$ cat config.mk
export PLATFORM = sky130hd
export DESIGN_NAME = hpt_front
export DESIGN_NICKNAME = d
export VERILOG_FILES = /design/src/rtl/core/hpt_pkg.sv /design/src/rtl/core/hpt_front.sv
export SDC_FILE = /design/constraint.sdc
export NUM_CORES = 1
export LEC_CHECK = 0
export ABC_AREA = 1
export BUFFER_PORTS_ARGS = -buffer_cell sky130_fd_sc_hd__buf_2
export CAP_MARGIN = 20
export CORE_ASPECT_RATIO = 0.9
export CORE_MARGIN = 4
export CORE_UTILIZATION = 50
export CTS_CLUSTER_SIZE = 12
export DETAILED_ROUTE_END_ITERATION = 16
export PLACE_DENSITY = 0.69
export SYNTH_ARGS = -nofsm -noshare
export SYNTH_HDL_FRONTEND = slang
export SYNTH_SLANG_ARGS = --single-unit
export TNS_END_PERCENT = 30
$ cat constraint.sdc
create_clock -name clk -period 28.8 [get_ports clk]
set_input_delay 4.32 -clock clk [delete_from_list [all_inputs] [get_ports clk]]
set_output_delay 4.32 -clock clk [all_outputs]
set_load 0.02 [all_outputs]
$ cat src/rtl/core/hpt_pkg.sv
// ----------------------------------------------------------------------------
// hpt_pkg
// Shared types and codes for the homogeneous point transform block.
// ----------------------------------------------------------------------------
`default_nettype none

package hpt_pkg;

	localparam int WORD_W  = 32;
	localparam int QDEPTH  = 4;
	localparam int QPTR_W  = 2;

	typedef enum logic [1:0] {
		OP_LOAD   = 2'd0,
		OP_POINT  = 2'd1,
		OP_VECTOR = 2'd2,
		OP_BOX    = 2'd3
	} op_t;

	localparam logic [1:0] ST_OK    = 2'd0;
	localparam logic [1:0] ST_WZERO = 2'd1;
	localparam logic [1:0] ST_SAT   = 2'd2;

	// One classified item as it travels from the front to the back.
	typedef struct packed {
		op_t                    op;
		logic [3:0]             coef_index;
		logic [WORD_W-1:0]      coef_value;
		logic [2:0][WORD_W-1:0] lo;
		logic [2:0][WORD_W-1:0] hi;
	} item_t;

endpackage

`default_nettype wire

$ cat src/rtl/core/hpt_front.sv
// ----------------------------------------------------------------------------
// hpt_front
// Accepts items, decodes the command and holds them in a short queue.
// ----------------------------------------------------------------------------
`default_nettype none

module hpt_front (
	input  wire logic                clk,
	input  wire logic                arst_n,
	input  wire logic                push,
	output logic                     full,
	input  wire logic [1:0]          cmd,
	input  wire logic [3:0]          coef_index,
	input  wire logic signed [31:0]  coef_value,
	input  wire logic signed [31:0]  in_x,
	input  wire logic signed [31:0]  in_y,
	input  wire logic signed [31:0]  in_z,
	input  wire logic signed [31:0]  in_hi_x,
	input  wire logic signed [31:0]  in_hi_y,
	input  wire logic signed [31:0]  in_hi_z,
	output logic                     q_valid,
	output hpt_pkg::item_t           q_item,
	input  wire logic                q_pop
);

	hpt_pkg::item_t                   mem_q [hpt_pkg::QDEPTH];
	logic [hpt_pkg::QPTR_W-1:0]       wr_q, rd_q;
	logic [hpt_pkg::QPTR_W:0]         cnt_q;
	hpt_pkg::item_t                   item;
	logic                             wr_en, rd_en;

	always_comb begin
		item            = '0;
		item.op         = hpt_pkg::op_t'(cmd);
		item.coef_index = coef_index;
		item.coef_value = coef_value;
		item.lo         = {in_z, in_y, in_x};
		// Box maximum matters only to box items.
		if (item.op == hpt_pkg::OP_BOX) begin
			item.hi = {in_hi_z, in_hi_y, in_hi_x};
		end
	end

	assign full    = (cnt_q == (hpt_pkg::QPTR_W+1)'(hpt_pkg::QDEPTH));
	assign q_valid = (cnt_q != '0);
	assign q_item  = mem_q[rd_q];
	assign wr_en   = push && !full;
	assign rd_en   = q_pop && q_valid;

	always_ff @(posedge clk) begin
		if (wr_en) begin
			mem_q[wr_q] <= item;
		end
	end

	always_ff @(posedge clk or negedge arst_n) begin
		if (!arst_n) begin
			wr_q  <= '0;
			rd_q  <= '0;
			cnt_q <= '0;
		end else begin
			if (wr_en) begin
				wr_q <= wr_q + 1'b1;
			end
			if (rd_en) begin
				rd_q <= rd_q + 1'b1;
			end
			if (wr_en && !rd_en) begin
				cnt_q <= cnt_q + 1'b1;
			end else if (rd_en && !wr_en) begin
				cnt_q <= cnt_q - 1'b1;
			end
		end
	end

endmodule

`default_nettype wire

Word-level counts from Yosys, hierarchy flattened. Memories as Yosys holds them, arrays and structs flattened. Cells that the tools add are included.

Register bits: 7. Bits in writable memories: 920. Input bits: 234. Memories kept: 1.

$add $sub $neg: 4. Equality and inequality tests: 2. Multiplexer cells: 5. Reduce and logical (&&, ||, !) cells: 9.

Memory list: mem_q (words 4, bits a word 230, rd ports 1, clocked after memory_dff 0, write ports 1, line hpt_front.sv:26) `hpt_pkg::item_t mem_q [hpt_pkg::QDEPTH];`.

Operators by type and width (number): 96-bit two-way mux (1); 3-bit two-way mux (2); 2-bit by 1-bit adder with 2-bit output (second input constant) (2); 1-bit logical AND (4); 3-bit by 1-bit adder with 3-bit output (second input constant) (1); 3-bit == test (second input constant) (1); 1-bit zero test (3); 3-bit nonzero test (1); 3-bit by 1-bit subtractor with 3-bit output (second input constant) (1); 2-bit == test (second input constant) (1); 1-bit two-way mux (2); 2-bit nonzero test (1).

Longest topological paths before layout. Gate-level depths: netlist of run 1.

Word-level depth: 7. Mapped depth: 12. Mapped depth without buffers: 12.

Worst setup path before layout of run 1. OpenSTA, ideal clock, no wires.

Path kind: input to register. Start: in push. End: mem mem_q[0][0] (netlist bit), enable pin. Setup time: 826 ps. Arrival time: 13992 ps. Setup slack: 13982 ps. Stages: 2. Path through: nand2_1 nor2_1.

Cells in the longest elaborated chain, start to end: 3.

Ends and longest elaborated chain: start, declared (line hpt_front.sv:10) `input wire logic push,`; 1-bit logical AND (line hpt_front.sv:47) `assign wr_en = push && !full;`; 1-bit two-way mux (line hpt_front.sv:51) `if (wr_en) begin`; 1-bit two-way mux (not written as such) (line hpt_front.sv:52) `mem_q[wr_q] <= item;`; end, declared (line hpt_front.sv:26).

No other way between the ends.

==> metrics.log, run 1 <==
[metrics] run status: finished, final reports clean
[metrics] final weighted congestion in routability-driven placement: 0.7598
[metrics] final number of max-transition violations: 0
[metrics] largest net degree at the start of global routing: roughly 180
[metrics] proportion of layout cells with a drive suffix above 1: 0.1795
[metrics] Max stage delay cell, worst path: sky130_fd_sc_hd__buf_4
[metrics] FF/Latch Area: 27810 µm²
[metrics] post-synth design cell area: between 30000 and 40000 µm²
[metrics] Post CTS Setup Buffer Count: 0
[metrics] category of the worst setup path launch point: flip-flop
[metrics] final wirelength: 77350 µm
[metrics] highest fanout seen on the critical path: 180
[metrics] Fin Hold WS: just under 500 ps
[metrics] MaxCap Viol Count: 0
[metrics] hold-fix buffers at CTS: 0
[metrics] total via count in the routed design: 22334
[metrics] Worst EP arrival: 5930 ps
[metrics] transition time at the pin with the least slew margin: 1101 ps
[metrics] overall track demand over capacity in global routing: 0.1927
[metrics] power density of the placed cells: 105.6 nW/µm²
[metrics] Inserted Clock Buffers: 93
[metrics] detail-routed via count per cell: slightly above 5
[metrics] Initial Utilization: 0.5077
[metrics] number of endpoints failing setup at the final stage: 0
[metrics] maximum number of buffers from clock root to sink: 3
[metrics] post-cts resize count: 0
[metrics] cell with the most instances on the worst path: sky130_fd_sc_hd__buf_4
[metrics] detailed-routing iteration count for the pre-antenna-repair pass: 5
[metrics] Final period util: 0.3560
[metrics] final instance count without filler cells: 4393
[metrics] hold violation count in the final report: 0
[metrics] most frequent standard cell in the layout excluding fill and tap cells: sky130_fd_sc_hd__edfxtp_1
[metrics] buffer and inverter count on the worst path: 6
[metrics] global-route wire length before repair: 118300 µm
[metrics] cell family with the largest share of critical-path delay: buffers and inverters
[metrics] area inside the core boundary: 73630 µm²
[metrics] Max rail drop VDD: approximately 0.081 mV
[metrics] slack of the critical path: about 19000 ps
[metrics] launch point of the worst hold path: cnt_q[2]
[metrics] Post-DP Area: 40410 µm²
[metrics] TritonCTS sink count: ~930
[metrics] Worst Setup End Kind: primary output
[metrics] worst r2r src: cnt_q[0]
[metrics] total negative slack for setup checks: 0 ps
[metrics] Die Y: 267.4 µm
[metrics] required time of the worst setup path: 24480 ps
[metrics] placed cells: 4237
[metrics] part of the Yosys area used for sequential elements: 0.7438
[metrics] synthesized flop and latch total: 927
[metrics] overall die width: around 300 µm
[metrics] Layout fillers: 5841
[metrics] number of nets in the layout: 3612
[metrics] clock slew seen by the registers of the worst setup and hold paths: 60 ps
[metrics] Die Area: 79200 µm²
[metrics] Total Power Consumption: 4.562 mW
[metrics] Routed WL per cell: 17.61 µm
[metrics] summed area of non-filler cells in the final layout: 43190 µm²
[metrics] unrepaired setup endpoints after global routing: no
[metrics] Residual DRC: 0
[metrics] remaining antenna violation count after routing: 0
[metrics] Leak: 17.76 nW
[metrics] number of distinct library cells after synthesis: 17
[metrics] CTS H-Tree Depth: 3
[metrics] cell count after synthesis: around 2900
[metrics] startpoint-to-endpoint class of the critical path: flip-flop to primary output
[metrics] Area Growth Syn to Fin: 15.53%
[metrics] residual overflow from global routing: 0
[metrics] Slew Limit Headroom: 0.2661
[metrics] Max Clock Freq: ~100 MHz
[metrics] clock root cell: sky130_fd_sc_hd__clkbuf_16
[metrics] cell breakdown of the critical path: inv_8 -> buf_4 -> buf_4 -> buf_4 -> buf_4 -> nand2_1 -> o211ai_1 -> nand2_1 -> buf_2
[metrics] synthesized area per cell: roughly 13 µm²
[metrics] HPWL after DPL: 45410 µm
[metrics] insertion delay of the later-clocked pin in the worst-skew pair: 620 ps
[metrics] crit-path max cell delay: about 940 ps
[metrics] count of yosys warnings during synthesis: 0
[metrics] HP Class: flip-flop to flip-flop
[metrics] pre-CTS setup slack: approximately 19000 ps
[metrics] clock tree from TritonCTS: done
[metrics] number of DRC violations after detailed-routing iteration 0: between 1000 and 1500
[metrics] worst-case clock skew: between 20 and 25 ps
[metrics] number of global-route vias before repair: 21579
[metrics] row count: 94
[metrics] utilization after layout: 0.5866
[metrics] Port-buffer cells: between 400 and 500
[metrics] initial antenna violation count: 23
[metrics] Worst Setup SP: rd_q[0]
[metrics] count of pins on the block boundary: 466
[metrics] Post-Synthesis Net Count: 3187
[metrics] post-layout minimum cycle time: 10250 ps
[metrics] most used cells in the layout excluding fill and tap cells: sky130_fd_sc_hd__edfxtp_1 (920), sky130_fd_sc_hd__nand2_1 (708), sky130_fd_sc_hd__inv_1 (570)
[metrics] total area of multi-input combinational cells: approximately 6700 µm²
==> where the power goes <==
part	switching (mW)	internal, mW
sequential	0.0639	1.78
clock	0.471	0.629
combinational	1.18	0.442
==> registers in the layout (all words and copies together) (netlist names) <==
| signal | flops |
|---|---|
| wr_q | 2 |
| cnt_q | 3 |
| rd_q | 2 |
| mem_q | 920 |
==> routing by layer <==
| layer | vias to the layer above | wire length, µm | GRT usage |
|---|---|---|---|
| li1 | 10987 | - | - |
| met1 | 10614 | 31090 | 0.2375 |
| met2 | 534 | 38010 | 0.3283 |
| met3 | 169 | 5959 | 0.05879 |
| met4 | 30 | 2097 | 0.06073 |
| met5 | - | 194 | 0 |
==> kinds of logic (layout without fill, tap and decap cells) <==
family | Yosys count | in the layout | share of synthesized area
buffers and inverters | 735 | 1209 | 0.07893
XOR/XNOR | 1 | 1 | 0.0002344
other | 0 | 12 | 0
adder cells (fa/ha/maj) | 6 | 6 | 0.002209
AND/OR/NAND/NOR | 817 | 817 | 0.08234
flip-flops | 927 | 927 | 0.7438
AO/OA/AOI/OAI | 461 | 461 | 0.09252
==> cell type report <==
class                      count  share of cell area
sequential                   927              0.6438
antenna                       12           0.0006953
clock buffer                 121             0.05826
clock inverter                23            0.005360
tap                          960             0.02781
timing repair buffer         493             0.05962
multi-input combinational   1285              0.1543
inverter                     572             0.05006
==> worst register-to-register path, stage by stage (launching register included) <==
cell                      delay (ps)
sky130_fd_sc_hd__dfrtp_1         400
sky130_fd_sc_hd__inv_1            70
sky130_fd_sc_hd__nand3_1         130
sky130_fd_sc_hd__nand2_1         330
sky130_fd_sc_hd__nor2_4          200
sky130_fd_sc_hd__buf_4           670
sky130_fd_sc_hd__buf_4           890
==> synth_stat cells <==
| cell type | instances | area share |
|---|---|---|
| sky130_fd_sc_hd__nand4_1 | 1 | 0.00017 |
| sky130_fd_sc_hd__edfxtp_1 | 920 | 0.74 |
| sky130_fd_sc_hd__clkbuf_1 | 50 | 0.0050 |
| sky130_fd_sc_hd__nor2_1 | 100 | 0.010 |
| sky130_fd_sc_hd__nand3_1 | 7 | 0.00094 |
| sky130_fd_sc_hd__ha_1 | 5 | 0.0017 |
| sky130_fd_sc_hd__nand2_1 | 709 | 0.071 |
| sky130_fd_sc_hd__inv_2 | 2 | 0.00020 |
| sky130_fd_sc_hd__buf_4 | 5 | 0.0010 |
| sky130_fd_sc_hd__o211ai_1 | 460 | 0.092 |
| sky130_fd_sc_hd__fa_1 | 1 | 0.00054 |
| sky130_fd_sc_hd__inv_1 | 570 | 0.057 |
| sky130_fd_sc_hd__buf_2 | 102 | 0.014 |
| sky130_fd_sc_hd__xnor2_1 | 1 | 0.00023 |
| sky130_fd_sc_hd__o21ai_0 | 1 | 0.00013 |
| sky130_fd_sc_hd__dfrtp_1 | 7 | 0.0047 |
| sky130_fd_sc_hd__buf_6 | 6 | 0.0018 |
==> final timing paths <==
check	to	slack, ps	cells past startpoint
setup / recovery	q_item[40]	18550	9
hold / removal	cnt_q[2]	500	2
setup reg to reg	mem_q[1][70]	25690	6
hold reg to reg	cnt_q[2]	500	2
max in group asynchronous	rd_q[1]	25090	1
min in group asynchronous	cnt_q[2]	3520	1
No activity file was read; power rests on OpenSTA's default activity.
==> run 2: changes to the inputs <==
--- a/config.mk
+++ b/config.mk
@@ -5,7 +5,7 @@
 export SDC_FILE = /design/constraint.sdc
 export NUM_CORES = 1
 export LEC_CHECK = 0
-export ABC_AREA = 1
+export ABC_AREA = 0
 export BUFFER_PORTS_ARGS = -buffer_cell sky130_fd_sc_hd__buf_2
 export CAP_MARGIN = 20
 export CORE_ASPECT_RATIO = 0.9
@@ -13,7 +13,7 @@
 export CORE_UTILIZATION = 50
 export CTS_CLUSTER_SIZE = 12
 export DETAILED_ROUTE_END_ITERATION = 16
-export PLACE_DENSITY = 0.69
+export PLACE_DENSITY = 0.73
 export SYNTH_ARGS = -nofsm -noshare
 export SYNTH_HDL_FRONTEND = slang
 export SYNTH_SLANG_ARGS = --single-unit
==> constraint.sdc (replaced) <==
create_clock -name clk -period 8.3 [get_ports clk]
set_input_delay 1.245 -clock clk [delete_from_list [all_inputs] [get_ports clk]]
set_output_delay 1.245 -clock clk [all_outputs]
set_load 0.02 [all_outputs]
==> metrics.log, run 2 <==
[metrics] residual overflow from global routing: 0 (unchanged)
[metrics] Residual DRC: 0 (unchanged)
[metrics] TritonCTS sink count: 927 (unchanged)
[metrics] row count: 90 (was 94)
[metrics] busiest layer in global routing: met2 (unchanged)
[metrics] Post-Synthesis Net Count: 1593 (was 3187)
[metrics] post-cts resize count: 0 (unchanged)
[metrics] detailed-routing iteration count for the pre-antenna-repair pass: 5 (unchanged)
[metrics] number of endpoints failing setup at the final stage: 0 (unchanged)
[metrics] area inside the core boundary: 67450 µm² (was 73630 µm²)
[metrics] final wirelength: 68980 µm (was 77350 µm)
[metrics] Max Clock Freq: 236.9 MHz
[metrics] number of global-route vias before repair: 16720 (was 21579)
[metrics] highest fanout seen on the critical path: 95 (was 180)
[metrics] HPWL after DPL: 40200 µm (was 45410 µm)
[metrics] number of nets in the layout: 2094 (was 3612)
[metrics] Final period util: 0.5085
[metrics] initial antenna violation count: 19 (was 23)
[metrics] largest net degree at the start of global routing: 141 (was 181)
[metrics] Post CTS Setup Buffer Count: 0 (unchanged)
[metrics] number of flops mapped to enable cells by yosys: 920 (unchanged)
[metrics] clock tree from TritonCTS: done (unchanged)
[metrics] Worst Setup End Kind: primary output (unchanged)
[metrics] CTS H-Tree Depth: 3 (unchanged)
[metrics] startpoint-to-endpoint class of the critical path: flip-flop to primary output (unchanged)
[metrics] Total Power Consumption: 14.90 mW (was 4.562 mW)
[metrics] required time of the worst setup path: 7050 ps (was 24480 ps)
[metrics] Die Area: 72810 µm² (was 79200 µm²)
[metrics] most flop-heavy register: mem_q (unchanged)
[metrics] final number of max-transition violations: 0 (unchanged)
[metrics] met2 usage in global routing: 0.3127 (was 0.3283)
[metrics] most frequent standard cell in the layout excluding fill and tap cells: sky130_fd_sc_hd__edfxtp_1 (unchanged)
[metrics] total via count in the routed design: 15759 (was 22334)
[metrics] count of yosys warnings during synthesis: 0 (unchanged)
[metrics] summed area of non-filler cells in the final layout: 40130 µm² (was 43190 µm²)
[metrics] MaxCap Viol Count: 0 (unchanged)
[metrics] global-route wire length before repair: 104800 µm (was 118300 µm)
[metrics] Routed WL per cell: 24.84 µm (was 17.61 µm)
[metrics] Fin Hold WS: 462.4 ps (was 496.8 ps)
[metrics] post-synth design cell area: 34270 µm² (was 37380 µm²)
[metrics] pre-CTS setup slack: 4122 ps (was 19160 ps)
[metrics] Inserted Clock Buffers: 91 (was 93)
[metrics] fraction of met1 tracks used by global routing: 0.2451 (was 0.2375)
[metrics] detail-routed via count per cell: 5.675 (was 5.084)
[metrics] post-layout minimum cycle time: 4220 ps
[metrics] Worst EP arrival: 2980 ps (was 5930 ps)
[metrics] leading post-synthesis cells by instance count: sky130_fd_sc_hd__edfxtp_1 (920), sky130_fd_sc_hd__mux4_2 (230), sky130_fd_sc_hd__and3_1 (96), sky130_fd_sc_hd__buf_2 (27), sky130_fd_sc_hd__clkbuf_1 (25) (was sky130_fd_sc_hd__edfxtp_1 (920), sky130_fd_sc_hd__nand2_1 (709), sky130_fd_sc_hd__inv_1 (570), sky130_fd_sc_hd__o211ai_1 (460), sky130_fd_sc_hd__buf_2 (102))
[metrics] flip-flop count of the largest register, all copies and words added: 920 (unchanged)
[metrics] Slew Limit Headroom: 0.1720 (was 0.2661)
[metrics] HP Class: input port to asynchronous set/reset pin (was flip-flop to flip-flop)
[metrics] clock slew seen by the registers of the worst setup and hold paths: 60 ps (about the same)
[metrics] remaining antenna violation count after routing: 0 (unchanged)
[metrics] Max rail drop VDD: 0.2585 mV (was 0.08141 mV)
[metrics] cell accounting for the most synthesized area: sky130_fd_sc_hd__edfxtp_1 (unchanged)
[metrics] count of pins on the block boundary: 466 (unchanged)
[metrics] most area-consuming cells after synthesis: sky130_fd_sc_hd__edfxtp_1 (81%), sky130_fd_sc_hd__mux4_2 (15%), sky130_fd_sc_hd__and3_1 (1.8%) (was sky130_fd_sc_hd__edfxtp_1 (74%), sky130_fd_sc_hd__o211ai_1 (9.2%), sky130_fd_sc_hd__nand2_1 (7.1%))
[metrics] synthesized area per cell: 25.33 µm² (was 12.68 µm²)
[metrics] total negative slack for setup checks: 0 ps (unchanged)
[metrics] power density of the placed cells: 371.4 nW/µm² (was 105.6 nW/µm²)
[metrics] most instantiated library cell after synthesis: sky130_fd_sc_hd__edfxtp_1 (unchanged)
[metrics] Initial Utilization: 0.5081 (was 0.5077)
[metrics] Post-DP Area: 37450 µm² (was 40410 µm²)
[metrics] most used cells in the layout excluding fill and tap cells: sky130_fd_sc_hd__edfxtp_1 (920), sky130_fd_sc_hd__buf_2 (465), sky130_fd_sc_hd__mux4_2 (230) (was sky130_fd_sc_hd__edfxtp_1 (920), sky130_fd_sc_hd__nand2_1 (708), sky130_fd_sc_hd__inv_1 (570))
[metrics] slack of the critical path: 4080 ps (was 18550 ps)
[metrics] category of the worst setup path launch point: flip-flop (unchanged)
[metrics] insertion delay of the later-clocked pin in the worst-skew pair: 630 ps (was 620 ps)
[metrics] overall die width: 284.0 µm (was 296.2 µm)
[metrics] number of DRC violations after detailed-routing iteration 0: 1166 (was 1376)
[metrics] synthesized flop and latch total: 927 (unchanged)
[metrics] Port-buffer cells: 465 (unchanged)
[metrics] clock root cell: sky130_fd_sc_hd__clkbuf_16 (unchanged)
[metrics] Leak: 13.96 nW (was 17.76 nW)
[metrics] hold-fix buffers at CTS: 0 (unchanged)
[metrics] met3 layer usage reported by global route: 0.05568 (was 0.05879)
[metrics] Area Growth Syn to Fin: 17.08% (was 15.53%)
[metrics] Layout fillers: 4662 (was 5841)
[metrics] part of the Yosys area used for sequential elements: 0.8112 (was 0.7438)
[metrics] hold violation count in the final report: 0 (unchanged)
[metrics] utilization after layout: 0.5949 (was 0.5866)
[metrics] worst-case clock skew: 28.86 ps (was 23.22 ps)
[metrics] placed cells: 2635 (was 4237)
[metrics] cell count after synthesis: 1353 (was 2947)
[metrics] top-area cell type share of the netlist area: 0.8060 (was 0.7391)
[metrics] overall track demand over capacity in global routing: 0.1886 (was 0.1927)
[metrics] final instance count without filler cells: 2777 (was 4393)
[metrics] run status: finished, final reports clean (unchanged)
[metrics] maximum number of buffers from clock root to sink: 3 (unchanged)
[metrics] proportion of layout cells with a drive suffix above 1: 0.4357 (was 0.1795)
[metrics] final weighted congestion in routability-driven placement: 0.7470 (was 0.7598)
[metrics] Die Y: 256.4 µm (was 267.4 µm)
[metrics] largest registers ranked by flip-flop count: mem_q (920), cnt_q (3) (unchanged)
[metrics] fraction of registers with async set or reset after synthesis: 0.007551 (unchanged)
[metrics] number of distinct library cells after synthesis: 20 (was 17)
[metrics] top flip-flop cell by instance count after synthesis: sky130_fd_sc_hd__edfxtp_1 (unchanged)
[metrics] transition time at the pin with the least slew margin: 1242 ps (was 1101 ps)
[metrics] unrepaired setup endpoints after global routing: no (unchanged)
[run 2: path summary, 6_finish.rpt]
kind	startpoint	endpoint	slack, ps	depth (start not counted)
setup / recovery	rd_q[0]	q_item[142]	4080	3
hold / removal	arst_n	cnt_q[0]	460	1
setup reg to reg	cnt_q[2]	mem_q[3][118]	4970	5
hold reg to reg	cnt_q[2]	cnt_q[2]	490	1
max in group asynchronous	arst_n	rd_q[1]	7660	1
min in group clk	cnt_q[2]	cnt_q[2]	490	1
[run 2: cells by family after synthesis]
| logic type | count (synthesis) | share of synthesized area |
|---|---|---|
| flip-flops | 927 | 0.8112 |
| multiplexers | 232 | 0.1518 |
| AND/OR/NAND/NOR | 106 | 0.01920 |
| buffers and inverters | 76 | 0.01391 |
| XOR/XNOR | 6 | 0.001533 |
| adder cells (fa/ha/maj) | 6 | 0.002409 |
[run 2: worst max-delay path, cell delays in order, from the launching register on]
cell and delay (ps):
sky130_fd_sc_hd__dfrtp_4 760, sky130_fd_sc_hd__buf_12 530, sky130_fd_sc_hd__mux4_2 630, sky130_fd_sc_hd__buf_2 180
[run 2: final cells by class]
| class | count | area (µm²) | area share |
|---|---|---|---|
| multi-input combinational | 350 | 6006 | 0.1497 |
| sequential | 927 | 27810 | 0.6930 |
| tap | 874 | 1094 | 0.02725 |
| clock inverter | 18 | 244.0 | 0.006080 |
| antenna | 12 | 30.03 | 0.0007483 |
| inverter | 3 | 11.26 | 0.0002806 |
| timing repair buffer | 481 | 2535 | 0.06317 |
| clock buffer | 112 | 2399 | 0.05977 |
[run 2: where the power goes]
part           total (mW)  switching [mW]  internal (mW)
sequential           6.45           0.256           6.19
combinational        4.72            2.90           1.82
clock                3.73            1.61           2.12
[run 2: per-layer routing]
layer | vias to the layer above | share of wire
met5 | - | 0.0014
met4 | 16 | 0.026
met3 | 125 | 0.077
met2 | 525 | 0.51
met1 | 8284 | 0.38
li1 | 6809 | -
